**config.mk**
```make
export PLATFORM = sky130hd
export DESIGN_NAME = gb2312_text_glyph_layout_top_flat
export DESIGN_NICKNAME = d
export VERILOG_FILES = /design/src/rtl/gtgl_pkg.sv /design/src/rtl/gtgl_in_if.sv /design/src/rtl/gtgl_out_if.sv /design/src/rtl/gtgl_rqueue.sv /design/src/rtl/gb2312_text_glyph_layout_top.sv /design/src/flat_wrapper.sv
export SDC_FILE = /design/constraint.sdc
export NUM_CORES = 1
export LEC_CHECK = 0
export BUFFER_PORTS_ARGS = -buffer_cell sky130_fd_sc_hd__buf_2
export CAP_MARGIN = 10
export CORE_MARGIN = 3
export CORE_UTILIZATION = 45
export CTS_CLUSTER_DIAMETER = 150
export DETAILED_ROUTE_END_ITERATION = 16
export PLACE_DENSITY = 0.64
export SYNTH_ARGS = -nofsm -noshare
export SYNTH_HDL_FRONTEND = slang
export SYNTH_HIERARCHICAL = 1
export SYNTH_SLANG_ARGS = --single-unit
```
**constraint.sdc**
```tcl
create_clock -name clk -period 21.2 [get_ports clk]
set_clock_uncertainty 0.05 [all_clocks]
set_input_delay 4.24 -clock clk [delete_from_list [all_inputs] [get_ports clk]]
set_output_delay 4.24 -clock clk [all_outputs]
set_load 0.05 [all_outputs]
```
**src/rtl/gtgl_pkg.sv**
```systemverilog
// shared types, constants and address/placement functions for the glyph layout block
package gtgl_pkg;

  localparam int unsigned SCREEN_WIDTH  = 128;
  localparam int unsigned SCREEN_HEIGHT = 64;

  localparam int unsigned QDEPTH = 4;
  localparam int unsigned QPTR_W = $clog2(QDEPTH);
  localparam int unsigned QCNT_W = $clog2(QDEPTH + 1);

  localparam int unsigned CFG_IDX_W  = 3;
  localparam int unsigned CFG_DATA_W = 24;

  typedef enum logic [CFG_IDX_W-1:0] {
    REG_FONT_MODE    = 3'd0,
    REG_HANZI12_BASE = 3'd1,
    REG_ASCII16_BASE = 3'd2,
    REG_ASCII12_BASE = 3'd3,
    REG_READ_COMMAND = 3'd4
  } cfg_reg_e;

  localparam logic [7:0] READ_CMD_RESET = 8'h03;

  // text codes
  localparam logic [7:0] CHR_NUL   = 8'h00;
  localparam logic [7:0] CHR_LF    = 8'h0A;
  localparam logic [7:0] CHR_CR    = 8'h0D;
  localparam logic [7:0] ASCII_LO  = 8'h20;
  localparam logic [7:0] ASCII_HI  = 8'h7E;

  // gb2312 zones
  localparam logic [7:0]  HZ_FIRST      = 8'hA1;
  localparam logic [7:0]  HZ_SYM_END    = 8'hA3;
  localparam logic [7:0]  HZ_MSB_A9     = 8'hA9;
  localparam logic [7:0]  HZ_L1_FIRST   = 8'hB0;
  localparam logic [7:0]  HZ_L1_LAST    = 8'hF7;
  localparam logic [6:0]  HZ_ROW        = 7'd94;
  localparam logic [12:0] HZ_A9_OFS     = 13'd282;
  localparam logic [12:0] HZ_L1_OFS16   = 13'd846;
  localparam logic [12:0] HZ_L1_OFS12   = 13'd376;

  typedef struct packed {
    logic        glyph_kind;
    logic [7:0]  rom_command;
    logic [23:0] rom_address;
    logic [5:0]  glyph_bytes;
    logic [6:0]  pos_x;
    logic [5:0]  pos_y;
    logic        last;
  } glyph_t;

  typedef struct packed {
    logic       emit;
    logic [8:0] nx;
    logic [8:0] ny;
    logic [6:0] px;
    logic [5:0] py;
  } place_t;

  typedef struct packed {
    logic first;
    logic second;
  } push_t;

  function automatic logic [4:0] line_height(input logic fm);
    return fm ? 5'd12 : 5'd16;
  endfunction

  function automatic logic [23:0] hanzi_addr(input logic [7:0] msb, input logic [7:0] lsb,
                                             input logic fm, input logic [23:0] base12);
    logic [6:0]  lo;
    logic [6:0]  row;
    logic [12:0] idx;
    logic        ok;
    lo  = 7'(lsb - HZ_FIRST);
    row = 7'd0;
    idx = 13'd0;
    ok  = 1'b1;
    if (lsb < HZ_FIRST) begin
      ok = 1'b0;
    end else if (msb == HZ_MSB_A9) begin
      idx = HZ_A9_OFS + 13'(lo);
    end else if (msb >= HZ_FIRST && msb <= HZ_SYM_END) begin
      row = 7'(msb - HZ_FIRST);
      idx = 13'(row) * 13'(HZ_ROW) + 13'(lo);
    end else if (msb >= HZ_L1_FIRST && msb <= HZ_L1_LAST) begin
      row = 7'(msb - HZ_L1_FIRST);
      idx = (fm ? HZ_L1_OFS12 : HZ_L1_OFS16) + 13'(row) * 13'(HZ_ROW) + 13'(lo);
    end else begin
      ok = 1'b0;
    end
    if (!ok) return 24'd0;
    if (fm) return 24'(idx) * 24'd24 + base12;
    return 24'({idx, 5'b0});
  endfunction

  function automatic logic [23:0] ascii_addr(input logic [7:0] code, input logic fm,
                                             input logic [23:0] base16,
                                             input logic [23:0] base12);
    logic [6:0] ofs;
    ofs = 7'(code - ASCII_LO);
    if (code < ASCII_LO || code > ASCII_HI) return 24'd0;
    if (fm) return 24'(ofs) * 24'd12 + base12;
    return 24'({ofs, 4'b0}) + base16;
  endfunction

  // cursor advance with line wrap and bottom check
  function automatic place_t place(input logic [8:0] cx, input logic [8:0] cy,
                                   input logic kind, input logic fm);
    place_t     p;
    logic [4:0] w;
    logic [4:0] h;
    logic [8:0] x1;
    logic [8:0] y1;
    h  = line_height(fm);
    w  = kind ? (fm ? 5'd12 : 5'd16) : (fm ? 5'd6 : 5'd8);
    x1 = cx;
    y1 = cy;
    if (({1'b0, cx} + 10'(w)) > 10'(SCREEN_WIDTH)) begin
      x1 = 9'd0;
      y1 = 9'(cy + 9'(h));
    end
    p.emit = !(({1'b0, y1} + 10'(h)) > 10'(SCREEN_HEIGHT));
    p.px   = x1[6:0];
    p.py   = y1[5:0];
    p.nx   = p.emit ? 9'(x1 + 9'(w)) : x1;
    p.ny   = y1;
    return p;
  endfunction

endpackage

```
**src/rtl/gtgl_in_if.sv**
```systemverilog
// text byte channel
interface gtgl_in_if;
  logic       valid;
  logic       ready;
  logic [7:0] text_byte;
  logic       begin_req;
  logic [7:0] start_x;
  logic [7:0] start_y;

  modport source (output valid, text_byte, begin_req, start_x, start_y, input ready);
  modport sink (input valid, text_byte, begin_req, start_x, start_y, output ready);
endinterface

```
**src/rtl/gtgl_out_if.sv**
```systemverilog
// glyph result channel
interface gtgl_out_if;
  logic        valid;
  logic        ready;
  logic        glyph_kind;
  logic [7:0]  rom_command;
  logic [23:0] rom_address;
  logic [5:0]  glyph_bytes;
  logic [6:0]  pos_x;
  logic [5:0]  pos_y;
  logic        last;

  modport source (output valid, glyph_kind, rom_command, rom_address, glyph_bytes, pos_x,
                  pos_y, last, input ready);
  modport sink (input valid, glyph_kind, rom_command, rom_address, glyph_bytes, pos_x,
                pos_y, last, output ready);
endinterface

```
**src/rtl/gtgl_rqueue.sv**
```systemverilog
// small result queue taking up to two glyphs per cycle
module gtgl_rqueue import gtgl_pkg::*; (
  input  logic   clk,
  input  logic   rst,
  input  push_t  push,
  input  glyph_t din0,
  input  glyph_t din1,
  output logic   room2,
  output logic   dvalid,
  input  logic   dready,
  output glyph_t dout
);

  glyph_t              mem [QDEPTH];
  logic [QPTR_W-1:0]   wr_ptr;
  logic [QPTR_W-1:0]   rd_ptr;
  logic [QCNT_W-1:0]   count;
  logic [QCNT_W-1:0]   count_next;
  logic                pop;

  assign pop    = dvalid && dready;
  assign dvalid = count != '0;
  assign dout   = mem[rd_ptr];
  assign room2  = count <= QCNT_W'(QDEPTH - 2);

  always_comb begin
    count_next = count + QCNT_W'(push.first) + QCNT_W'(push.second) - QCNT_W'(pop);
  end

  always_ff @(posedge clk) begin
    if (rst) begin
      wr_ptr <= '0;
      rd_ptr <= '0;
      count  <= '0;
    end else begin
      count <= count_next;
      if (pop) rd_ptr <= rd_ptr + 1'b1;
      wr_ptr <= wr_ptr + QPTR_W'(push.first) + QPTR_W'(push.second);
    end
  end

  always_ff @(posedge clk) begin
    if (push.first) mem[wr_ptr] <= din0;
    if (push.second) mem[QPTR_W'(wr_ptr + 1'b1)] <= din1;
  end

endmodule

```
**src/rtl/gb2312_text_glyph_layout_top.sv**
```systemverilog
// text layout top: input stage, glyph step logic, config registers and result queue
//
//   channel  dir  handshake      payload
//   in_ch    in   valid/ready    text_byte, begin_req, start_x, start_y
//   out_ch   out  valid/ready    glyph_kind, rom_command, rom_address, glyph_bytes,
//                                pos_x, pos_y, last
//   cfg      in   cfg_we         cfg_index, cfg_data
//
// one text byte per cycle while the queue has room: the input register feeds the step logic,
// which writes up to two glyphs into a four-entry result queue in the same cycle.
// a byte leaves the input register only while the queue has room for two glyphs, so a
// byte that flushes a held code plus its own glyph pushes both glyphs at once.
// synchronous reset: layout halted until begin_req, font_mode 0, read_command 3.
module gb2312_text_glyph_layout_top import gtgl_pkg::*; (
  input  logic                  clk,
  input  logic                  rst,
  gtgl_in_if.sink               in_ch,
  gtgl_out_if.source            out_ch,
  input  logic                  cfg_we,
  input  logic [CFG_IDX_W-1:0]  cfg_index,
  input  logic [CFG_DATA_W-1:0] cfg_data
);

  // configuration
  logic        font_mode;
  logic [23:0] hanzi12_base;
  logic [23:0] ascii16_base;
  logic [23:0] ascii12_base;
  logic [7:0]  read_command;

  // input register
  logic       s_valid;
  logic [7:0] s_byte;
  logic       s_begin;
  logic [7:0] s_x;
  logic [7:0] s_y;

  // layout state
  logic [8:0] cursor_x, cursor_x_next;
  logic [8:0] cursor_y, cursor_y_next;
  logic [7:0] held_byte, held_byte_next;
  logic       held_valid, held_valid_next;
  logic       halted, halted_next;

  logic       advance;
  logic       room2;
  push_t      push;
  glyph_t     din0, din1, res_a, res_b, head;

  logic [8:0] eff_x, eff_y, cx1, cy1, lf_y;
  logic [7:0] eff_hb;
  logic       eff_hv, eff_halt;
  logic       b_hi, printable, cont, em_a, em_b;
  logic [4:0] h;
  place_t     pa, pb;

  assign advance     = s_valid && room2;
  assign in_ch.ready = !s_valid || advance;

  always_ff @(posedge clk) begin
    if (rst) begin
      font_mode    <= 1'b0;
      hanzi12_base <= '0;
      ascii16_base <= '0;
      ascii12_base <= '0;
      read_command <= READ_CMD_RESET;
    end else if (cfg_we) begin
      unique case (cfg_index)
        REG_FONT_MODE:    font_mode    <= cfg_data[0];
        REG_HANZI12_BASE: hanzi12_base <= cfg_data[23:0];
        REG_ASCII16_BASE: ascii16_base <= cfg_data[23:0];
        REG_ASCII12_BASE: ascii12_base <= cfg_data[23:0];
        REG_READ_COMMAND: read_command <= cfg_data[7:0];
        default: ;
      endcase
    end
  end

  always_ff @(posedge clk) begin
    if (rst) begin
      s_valid <= 1'b0;
    end else if (in_ch.ready) begin
      s_valid <= in_ch.valid;
    end
  end

  always_ff @(posedge clk) begin
    if (in_ch.valid && in_ch.ready) begin
      s_byte  <= in_ch.text_byte;
      s_begin <= in_ch.begin_req;
      s_x     <= in_ch.start_x;
      s_y     <= in_ch.start_y;
    end
  end

  always_comb begin
    h        = line_height(font_mode);
    b_hi     = s_byte[7];
    eff_x    = s_begin ? {1'b0, s_x} : cursor_x;
    eff_y    = s_begin ? {1'b0, s_y} : cursor_y;
    eff_hv   = s_begin ? 1'b0 : held_valid;
    eff_hb   = s_begin ? 8'd0 : held_byte;
    eff_halt = s_begin ? 1'b0 : halted;

    // held code flush, or hanzi pair
    pa   = place(eff_x, eff_y, b_hi, font_mode);
    em_a = !eff_halt && eff_hv && pa.emit;
    cont = !eff_halt && (!eff_hv || (!b_hi && pa.emit));
    cx1  = eff_hv ? pa.nx : eff_x;
    cy1  = eff_hv ? pa.ny : eff_y;

    // the byte itself as an ascii glyph
    pb        = place(cx1, cy1, 1'b0, font_mode);
    printable = !b_hi && s_byte != CHR_CR && s_byte != CHR_LF && s_byte != CHR_NUL;
    em_b      = cont && printable && pb.emit;
    lf_y      = 9'(cy1 + 9'(h));

    cursor_x_next   = eff_x;
    cursor_y_next   = eff_y;
    held_valid_next = eff_hv;
    held_byte_next  = eff_hb;
    halted_next     = eff_halt;

    if (!eff_halt && eff_hv) begin
      held_valid_next = 1'b0;
      held_byte_next  = 8'd0;
      cursor_x_next   = pa.nx;
      cursor_y_next   = pa.ny;
      if (!pa.emit) halted_next = 1'b1;
    end

    if (cont) begin
      priority if (b_hi) begin
        held_byte_next  = s_byte;
        held_valid_next = 1'b1;
      end else if (s_byte == CHR_CR) begin
        cursor_x_next = 9'd0;
      end else if (s_byte == CHR_LF) begin
        cursor_x_next = 9'd0;
        cursor_y_next = lf_y;
        if (({1'b0, lf_y} + 10'(h)) > 10'(SCREEN_HEIGHT)) halted_next = 1'b1;
      end else if (s_byte == CHR_NUL) begin
        halted_next = 1'b1;
      end else begin
        cursor_x_next = pb.nx;
        cursor_y_next = pb.ny;
        if (!pb.emit) halted_next = 1'b1;
      end
    end
  end

  always_comb begin
    res_a.glyph_kind  = b_hi;
    res_a.rom_command = read_command;
    res_a.rom_address = b_hi ? hanzi_addr(eff_hb, s_byte, font_mode, hanzi12_base)
                             : ascii_addr(eff_hb, font_mode, ascii16_base, ascii12_base);
    res_a.glyph_bytes = b_hi ? (font_mode ? 6'd24 : 6'd32) : (font_mode ? 6'd12 : 6'd16);
    res_a.pos_x       = pa.px;
    res_a.pos_y       = pa.py;
    res_a.last        = !em_b;

    res_b.glyph_kind  = 1'b0;
    res_b.rom_command = read_command;
    res_b.rom_address = ascii_addr(s_byte, font_mode, ascii16_base, ascii12_base);
    res_b.glyph_bytes = font_mode ? 6'd12 : 6'd16;
    res_b.pos_x       = pb.px;
    res_b.pos_y       = pb.py;
    res_b.last        = 1'b1;

    push.first  = advance && (em_a || em_b);
    push.second = advance && em_a && em_b;
    din0        = em_a ? res_a : res_b;
    din1        = res_b;
  end

  always_ff @(posedge clk) begin
    if (rst) begin
      cursor_x   <= '0;
      cursor_y   <= '0;
      held_byte  <= '0;
      held_valid <= 1'b0;
      halted     <= 1'b1;
    end else if (advance) begin
      cursor_x   <= cursor_x_next;
      cursor_y   <= cursor_y_next;
      held_byte  <= held_byte_next;
      held_valid <= held_valid_next;
      halted     <= halted_next;
    end
  end

  gtgl_rqueue u_rqueue (
    .clk    (clk),
    .rst    (rst),
    .push   (push),
    .din0   (din0),
    .din1   (din1),
    .room2  (room2),
    .dvalid (out_ch.valid),
    .dready (out_ch.ready),
    .dout   (head)
  );

  assign out_ch.glyph_kind  = head.glyph_kind;
  assign out_ch.rom_command = head.rom_command;
  assign out_ch.rom_address = head.rom_address;
  assign out_ch.glyph_bytes = head.glyph_bytes;
  assign out_ch.pos_x       = head.pos_x;
  assign out_ch.pos_y       = head.pos_y;
  assign out_ch.last        = head.last;

  // a halted layout without a new start produces nothing
  a_halt_silent: assert property (@(posedge clk) disable iff (rst)
    advance && halted && !s_begin |-> !push.first)
    else $error("glyph pushed while layout halted");

  // a two-glyph transaction ends on its second glyph only
  a_pair_last: assert property (@(posedge clk) disable iff (rst)
    push.second |-> !din0.last && din1.last)
    else $error("last flag misplaced on glyph pair");

  // a hanzi glyph always consumes a held lead byte
  a_hanzi_held: assert property (@(posedge clk) disable iff (rst)
    push.first && din0.glyph_kind |-> eff_hv && !held_valid_next)
    else $error("hanzi glyph without held lead byte");

  // a glyph pair is pushed only on an advance while the queue has room for two glyphs
  a_queue_room: assert property (@(posedge clk) disable iff (rst)
    push.second |-> room2 && advance)
    else $error("glyph pair pushed without queue room");

endmodule
```
**src/flat_wrapper.sv**
```systemverilog
// flat-port wrapper written by rule: the top's interface ports become plain ports
module gb2312_text_glyph_layout_top_flat import gtgl_pkg::*;
  (clk, rst, cfg_we, cfg_index, cfg_data, in_ch_valid, in_ch_text_byte, in_ch_begin_req, in_ch_start_x, in_ch_start_y, in_ch_ready, out_ch_valid, out_ch_glyph_kind, out_ch_rom_command, out_ch_rom_address, out_ch_glyph_bytes, out_ch_pos_x, out_ch_pos_y, out_ch_last, out_ch_ready);
  gtgl_in_if in_ch_i ();
  gtgl_out_if out_ch_i ();
  input  logic clk;
  input  logic rst;
  input  logic cfg_we;
  input  logic [CFG_IDX_W-1:0] cfg_index;
  input  logic [CFG_DATA_W-1:0] cfg_data;
  input wire logic [$bits(in_ch_i.valid)-1:0] in_ch_valid;
  input wire logic [$bits(in_ch_i.text_byte)-1:0] in_ch_text_byte;
  input wire logic [$bits(in_ch_i.begin_req)-1:0] in_ch_begin_req;
  input wire logic [$bits(in_ch_i.start_x)-1:0] in_ch_start_x;
  input wire logic [$bits(in_ch_i.start_y)-1:0] in_ch_start_y;
  output wire logic [$bits(in_ch_i.ready)-1:0] in_ch_ready;
  output wire logic [$bits(out_ch_i.valid)-1:0] out_ch_valid;
  output wire logic [$bits(out_ch_i.glyph_kind)-1:0] out_ch_glyph_kind;
  output wire logic [$bits(out_ch_i.rom_command)-1:0] out_ch_rom_command;
  output wire logic [$bits(out_ch_i.rom_address)-1:0] out_ch_rom_address;
  output wire logic [$bits(out_ch_i.glyph_bytes)-1:0] out_ch_glyph_bytes;
  output wire logic [$bits(out_ch_i.pos_x)-1:0] out_ch_pos_x;
  output wire logic [$bits(out_ch_i.pos_y)-1:0] out_ch_pos_y;
  output wire logic [$bits(out_ch_i.last)-1:0] out_ch_last;
  input wire logic [$bits(out_ch_i.ready)-1:0] out_ch_ready;
  assign in_ch_i.valid = in_ch_valid;
  assign in_ch_i.text_byte = in_ch_text_byte;
  assign in_ch_i.begin_req = in_ch_begin_req;
  assign in_ch_i.start_x = in_ch_start_x;
  assign in_ch_i.start_y = in_ch_start_y;
  assign in_ch_ready = in_ch_i.ready;
  assign out_ch_valid = out_ch_i.valid;
  assign out_ch_glyph_kind = out_ch_i.glyph_kind;
  assign out_ch_rom_command = out_ch_i.rom_command;
  assign out_ch_rom_address = out_ch_i.rom_address;
  assign out_ch_glyph_bytes = out_ch_i.glyph_bytes;
  assign out_ch_pos_x = out_ch_i.pos_x;
  assign out_ch_pos_y = out_ch_i.pos_y;
  assign out_ch_last = out_ch_i.last;
  assign out_ch_i.ready = out_ch_ready;
  gb2312_text_glyph_layout_top u_core (.clk(clk), .rst(rst), .in_ch(in_ch_i), .out_ch(out_ch_i), .cfg_we(cfg_we), .cfg_index(cfg_index), .cfg_data(cfg_data));
endmodule
```
==> out/metrics.yaml, run 1 <==
global_routing:
  grt-ovfl-total: 0
  grt_max_degree: 89
  grt_pass1_wl_mm: 121
  grt_pass1_vias: 20420
  grtUsageTotal_pct: 24.3
  antenna_found_initial: 0
worst_setup_path:
  worst_path_max_delay_cell: "buf_4"
  startpoint: "u_core/s_begin$_DFFE_PP_"
  r2r-start: "u_core/s_begin$_DFFE_PP_"
  max_stage_delay_ps: 670
  cp_max_fo: 50
  endpoint: "u_core/u_rqueue/mem[1][49]$_DFFE_PP_"
  required_ps: 21460
  cp-end-kind: "register"
  r2r_slack_ps: 6450
  worst_ep_arrival_time_ps: 15020
  worstSetupStartpointType: "register"
  worstReg2RegEnd: "u_core/u_rqueue/mem[1][49]$_DFFE_PP_"
  path_class: "register to register"
  r2r_cells: 49
floorplan:
  die_area_mm2: 0.0626
  fp-row-count: 88
  chipWidth_um: 250
  start_util_pct: 46.0
  coreArea_mm2: 0.0584
  die_y_um: 250
  pin_count: 112
finish:
  finalInstanceArea_mm2: 0.0294
  diodes: 0
  multi_input_area_mm2: 0.0162
  fin_cells: 3571
  layout_commonest_cell: "nand2_1"
  most-common-layout-cells: "274 x nand2_1, 240 x a21oi_1, 237 x edfxtp_1, 222 x mux2_2, 210 x nor2_1"
  area_growth_syn_to_layout_pct: 9.57
  drive_gt1_share_pct: 18.0
  nets: 3073
  n_fill_cell: 5331
  seqCellArea_mm2: 0.00951
detailed_routing:
  dr.pass1.iters: 8
  drc_errors: 0
  wl_per_cell_um: 21.9
  via_per_inst: 5.84
  antenna_left: 0
  drtIter0Drc: 1692
  vias: 20844
  wirelength_mm: 78.3
synthesis:
  seq_area_frac_synth_pct: 35.4
  yosys.cell_types.count: 85
  avgSynthCellArea_um2: 9.96
  synth_edf_count: 237
  synth_top_area_cell: "edfxtp_1"
  syn_inst: 2695
  netlist_top_cells_area: "edfxtp_1 27%, mux2_2 9.3%, ha_1 9.0%, dfxtp_1 8.9%, a21oi_1 4.5%"
  netlist_area_mm2: 0.0268
  ys_ff_latch: 356
  yosys.area.top_type_share_pct: 26.5
  ys_warn_count: 6
  synthArstFlopShare_pct: 0
  ys.flop_type: "edfxtp_1"
clocking:
  cts_resized: 0
  cts_hold_buf: 0
  cts_sinks: 356
  clk_latency_ps: 580
  cts_made_buffers: 40
  tritoncts: "done"
  htree_levels: 2
  path_clk_slew_ps: 60
  postCtsSetupRepairBufs: 0
  root_buffer: "clkbuf_16"
  clockBufferDepth: 3
timing:
  max_freq_mhz: 67.8
  final_max_slew_viol_count: 0
  setup-tns-final_ps: 0
  rsz0062_at_grt: "no"
  hold_viol_final: 0
  slew_headroom_pct: 14.9
  post-route-period-util_pct: 69.6
  worstMarginPinSlew_ps: 1270
  final-setup-viol-count: 0
  period_minus_slack_ps: 14750
worst_hold_path:
  hold_start: "u_core/cursor_y[5]$_SDFFE_PP0P_"
  min-delay-path-class: "register to register"
power:
  vdd_drop_max_uv: 103
  leakagePower_nw: 11.8
  powerDensity_mw_per_mm2: 86.5
placed_design:
  io_buffers: 111
  placed_area_mm2: 0.0281
  dp.cells: 3497
  dpl.hpwl_mm: 55.6
  gp_congestion: 0.946
run:
  maxCapViolations: 0
outcome:
  status: "complete, no violations"
## report_power, final
| part | internal [mW] | total [mW] | switching (mW) |
|---|---|---|---|
| Clock | 0.405 | 0.706 | 0.301 |
| Sequential | 0.774 | 0.804 | 0.0301 |
| Combinational | 0.389 | 1.03 | 0.644 |
| Total | 1.57 | 2.54 | 0.975 |
## state kept, by name, indices dropped and copies added, names as in the netlist, 2 cells and up, named ones only
| signal | count |
|---|---|
| u_core/hanzi12_base | 24 |
| u_core/ascii16_base | 24 |
| u_core/cursor_y | 9 |
| u_core/u_rqueue/count | 3 |
| u_core/s_x | 8 |
| u_core/cursor_x | 9 |
| u_core/u_rqueue/rd_ptr | 2 |
| u_core/u_rqueue/wr_ptr | 2 |
| u_core/u_rqueue/mem | 212 |
| u_core/ascii12_base | 24 |
| u_core/held_byte | 8 |
| u_core/s_byte | 8 |
| u_core/read_command | 8 |
| u_core/s_y | 8 |
## per-stage QoR
step / hold WS [ps] / setup slack (ps) / power [mW] / util (%)
after global placement: 393 / 7210 / 1.83 / 48.2
after floorplan: 386 / 4490 / 1.60 / -
after detailed placement: 402 / 6670 / 1.85 / 48.2
final: 408 / 6450 / 2.54 / 50.4
after CTS: 409 / 6590 / 2.57 / 50.4
after global routing: 436 / 5380 / 2.69 / 50.4
## cells in the mapped netlist (15+ instances only)
| cell type | n |
|---|---|
| fa_1 | 50 |
| nand4_1 | 15 |
| mux4_2 | 53 |
| nor4_1 | 15 |
| ha_1 | 192 |
| a21oi_1 | 240 |
| nor2_1 | 211 |
| edfxtp_1 | 237 |
| nor2b_1 | 30 |
| a31oi_1 | 15 |
| buf_2 | 17 |
| mux2_2 | 222 |
| a21o_1 | 48 |
| and2_1 | 15 |
| nand3_1 | 37 |
| xor2_1 | 76 |
| o21ai_0 | 78 |
| a211oi_1 | 21 |
| nand2_1 | 275 |
| o21bai_1 | 29 |
| xnor2_1 | 114 |
| inv_1 | 168 |
| o22ai_1 | 18 |
| dfxtp_1 | 119 |
| nand2b_1 | 24 |
| mux2i_1 | 34 |
| clkbuf_1 | 87 |
| nor3_1 | 35 |
## area by class of cell
cell class | instances | area share [%]
clock buffers | 50 | 3.57
clock inverters | 24 | 0.881
inverters | 168 | 2.14
multi-input cells | 2063 | 55.1
flip-flops and latches | 356 | 32.3
well taps | 765 | 3.25
repair buffers | 145 | 2.77
## per-layer routing
| metal | global-route usage [%] | vias to the layer above | part of all wire, % |
|---|---|---|---|
| met3 | 3.86 | 94 | 7.1 |
| met4 | 5.65 | 0 | 2.0 |
| met2 | 38.1 | 693 | 45 |
| li1 | - | 9846 | - |
| met5 | 0 | - | 0 |
| met1 | 35.4 | 10211 | 46 |
## worst min-delay path by stage
stage | end | slack [ps] | depth (start not counted)
after floorplan | u_core/ascii16_base[0]$_SDFFE_PP0P_ | 390 | 2
after global placement | u_core/ascii16_base[1]$_SDFFE_PP0P_ | 390 | 2
after detailed placement | u_core/ascii12_base[1]$_SDFFE_PP0P_ | 400 | 2
after CTS | u_core/ascii12_base[1]$_SDFFE_PP0P_ | 410 | 2
after global routing | u_core/ascii12_base[0]$_SDFFE_PP0P_ | 440 | 2
final | u_core/cursor_y[5]$_SDFFE_PP0P_ | 410 | 2
## critical path: cells and delay by family, from the launching register on
family | cells | cell delay, ps
buffers and inverters | 7 | 1980
AO/OA/AOI/OAI | 16 | 4230
multiplexers | 6 | 1670
adder cells (fa/ha/maj) | 7 | 2180
AND/OR/NAND/NOR | 11 | 3540
XOR/XNOR | 2 | 350
flip-flops | 1 | 320
## cell families after synthesis
logic type	count (synthesis)	share of synthesized area [%]
fa+ha+maj	243	12.7
mux	318	15.5
buf+inv	302	4.81
other cells	2	0.0280
xor+xnor	190	6.20
simple gates	719	12.2
compound gates	565	13.2
flops	356	35.4
Note: power is estimated with default switching activity, not from simulation.
==> run 2, diff against run 1 <==
Settings changed: PLACE_DENSITY 0.64 to 0.67.
Clock period 21.2 ns to 11.9 ns, I/O delays scaled along.
==> out/metrics.yaml, run 2 (same netlist as run 1, synthesis figures left out) <==
outcome:
  status: "complete, no violations"
floorplan:
  die_y_um: 250
  start_util_pct: 46.0
  fp-row-count: 88
  chipWidth_um: 250
  pin_count: 112
  die_area_mm2: 0.0626
  coreArea_mm2: 0.0584
placed_design:
  io_buffers: 111
  dpl.hpwl_mm: 54.4
  dp_slack_ps: -36.8
  gp_congestion: 0.933
detailed_routing:
  vias: 20843
  via_per_inst: 5.81
  wl_per_cell_um: 21.0
  drc_errors: 0
  drtIter0Drc: 1941
  dr.pass1.iters: 6
  wirelength_mm: 75.3
  antenna_left: 0
power:
  vdd_drop_max_uv: 137
  power_mw: 4.49
  powerDensity_mw_per_mm2: 151
  leakagePower_nw: 11.8
global_routing:
  grt_pass1_vias: 20329
  grtUsageTotal_pct: 23.4
  grt_max_degree: 83
  grt-ovfl-total: 0
  grt_pass1_wl_mm: 117
  antenna_found_initial: 6
finish:
  most-common-layout-cells: "274 x nand2_1, 238 x a21oi_1, 237 x edfxtp_1, 222 x mux2_2, 209 x nor2_1"
  drive_gt1_share_pct: 19.6
  largest_reg_flops: 212
  area_growth_syn_to_layout_pct: 10.6
  regMostFlops: "u_core/u_rqueue/mem"
  layout_commonest_cell: "nand2_1"
  nets: 3090
  final_core_util_pct: 50.9
clocking:
  clockBufferDepth: 3
  root_buffer: "clkbuf_16"
  cts_made_buffers: 37
  path_clk_slew_ps: 60
  cts_sinks: 356
  htree_levels: 2
  tritoncts: "done"
  cts_hold_buf: 0
  clk_latency_ps: 580
worst_setup_path:
  cp_max_fo: 36
  r2r-start: "u_core/s_begin$_DFFE_PP_"
  required_ps: 12160
  worstSetupStartpointType: "register"
  max_stage_delay_ps: 550
  cp-end-kind: "register"
  path_class: "register to register"
  startpoint: "u_core/s_begin$_DFFE_PP_"
  worst_path_max_delay_cell: "or4_4"
  worst_ep_arrival_time_ps: 11700
timing:
  slew_headroom_pct: 14.0
  hold_slack_ps: 405
  setup-tns-final_ps: 0
  max_freq_mhz: 87.4
  fin_ws_ps: 462
  period_minus_slack_ps: 11440
  hold_viol_final: 0
  final_max_slew_viol_count: 0
  final-setup-viol-count: 0
  worstMarginPinSlew_ps: 1290
  post-route-period-util_pct: 96.1
worst_hold_path:
  min-delay-path-class: "register to register"
  hold_start: "u_core/cursor_y[5]$_SDFFE_PP0P_"
run:
  maxCapViolations: 0
## run 2: layer usage
layer | part of all wire [%] | vias to the layer above | track usage (%)
met5 | 0.017 | - | 0
met1 | 45 | 10185 | 33.4
met4 | 2.4 | 2 | 6.59
li1 | - | 9870 | -
met3 | 7.3 | 94 | 3.97
met2 | 45 | 692 | 36.7
## run 2: path summary, 6_finish.rpt
path / to / slack [ps] / cells past startpoint
hold / removal: u_core/cursor_y[5]$_SDFFE_PP0P_ / 410 / 2
setup reg to reg: u_core/u_rqueue/mem[0][39]$_DFFE_PP_ / 460 / 44
hold reg to reg: u_core/cursor_y[5]$_SDFFE_PP0P_ / 410 / 2
setup / recovery: u_core/u_rqueue/mem[0][39]$_DFFE_PP_ / 460 / 44
## run 2: area by class of cell
class / count / area [µm²]
Antenna cell: 4 / 10.0
Timing Repair Buffer: 164 / 996
Sequential cell: 356 / 9510
Clock inverter: 19 / 209
Multi-Input combinational cell: 2064 / 16400
Inverter: 168 / 633
Clock buffer: 49 / 1020
Fill cell: 5336 / 28700
Tap cell: 765 / 957
## run 2: timing repair
| item | 4_1_cts | 5_1_grt |
|---|---|---|
| pin swaps | 0 | 4 |
| resized for setup | 3 | 12 |
| setup endpoints to repair | 72 | 420 |
| cloned | 0 | 1 |
| setup buffers | 1 | 6 |
## run 2: where the power goes
part / leakage [nW] / internal, mW / switching, mW / total, mW
sequential: 3.13 / 1.38 / 0.0655 / 1.44
combinational: 8.11 / 0.720 / 1.13 / 1.85
clock: 0.588 / 0.678 / 0.516 / 1.19
## run 2: per-stage QoR
| stage | area [µm²] | instances |
|---|---|---|
| floorplan | 27200 | 2721 |
| global placement | 28300 | 3509 |
| detailed placement | 28300 | 3509 |
| CTS | 29600 | 3578 |
| global route | 29700 | 3588 |
| finish | 29700 | 3589 |
## run 2: critical path, delay by kind of cell (launching register included)
kind            cells  cell delay (ps)
buf+inv             5              850
simple gates       11             2890
fa+ha+maj           7             2090
compound gates     14             3150
xor+xnor            1              160
mux                 6             1430
flops               1              490
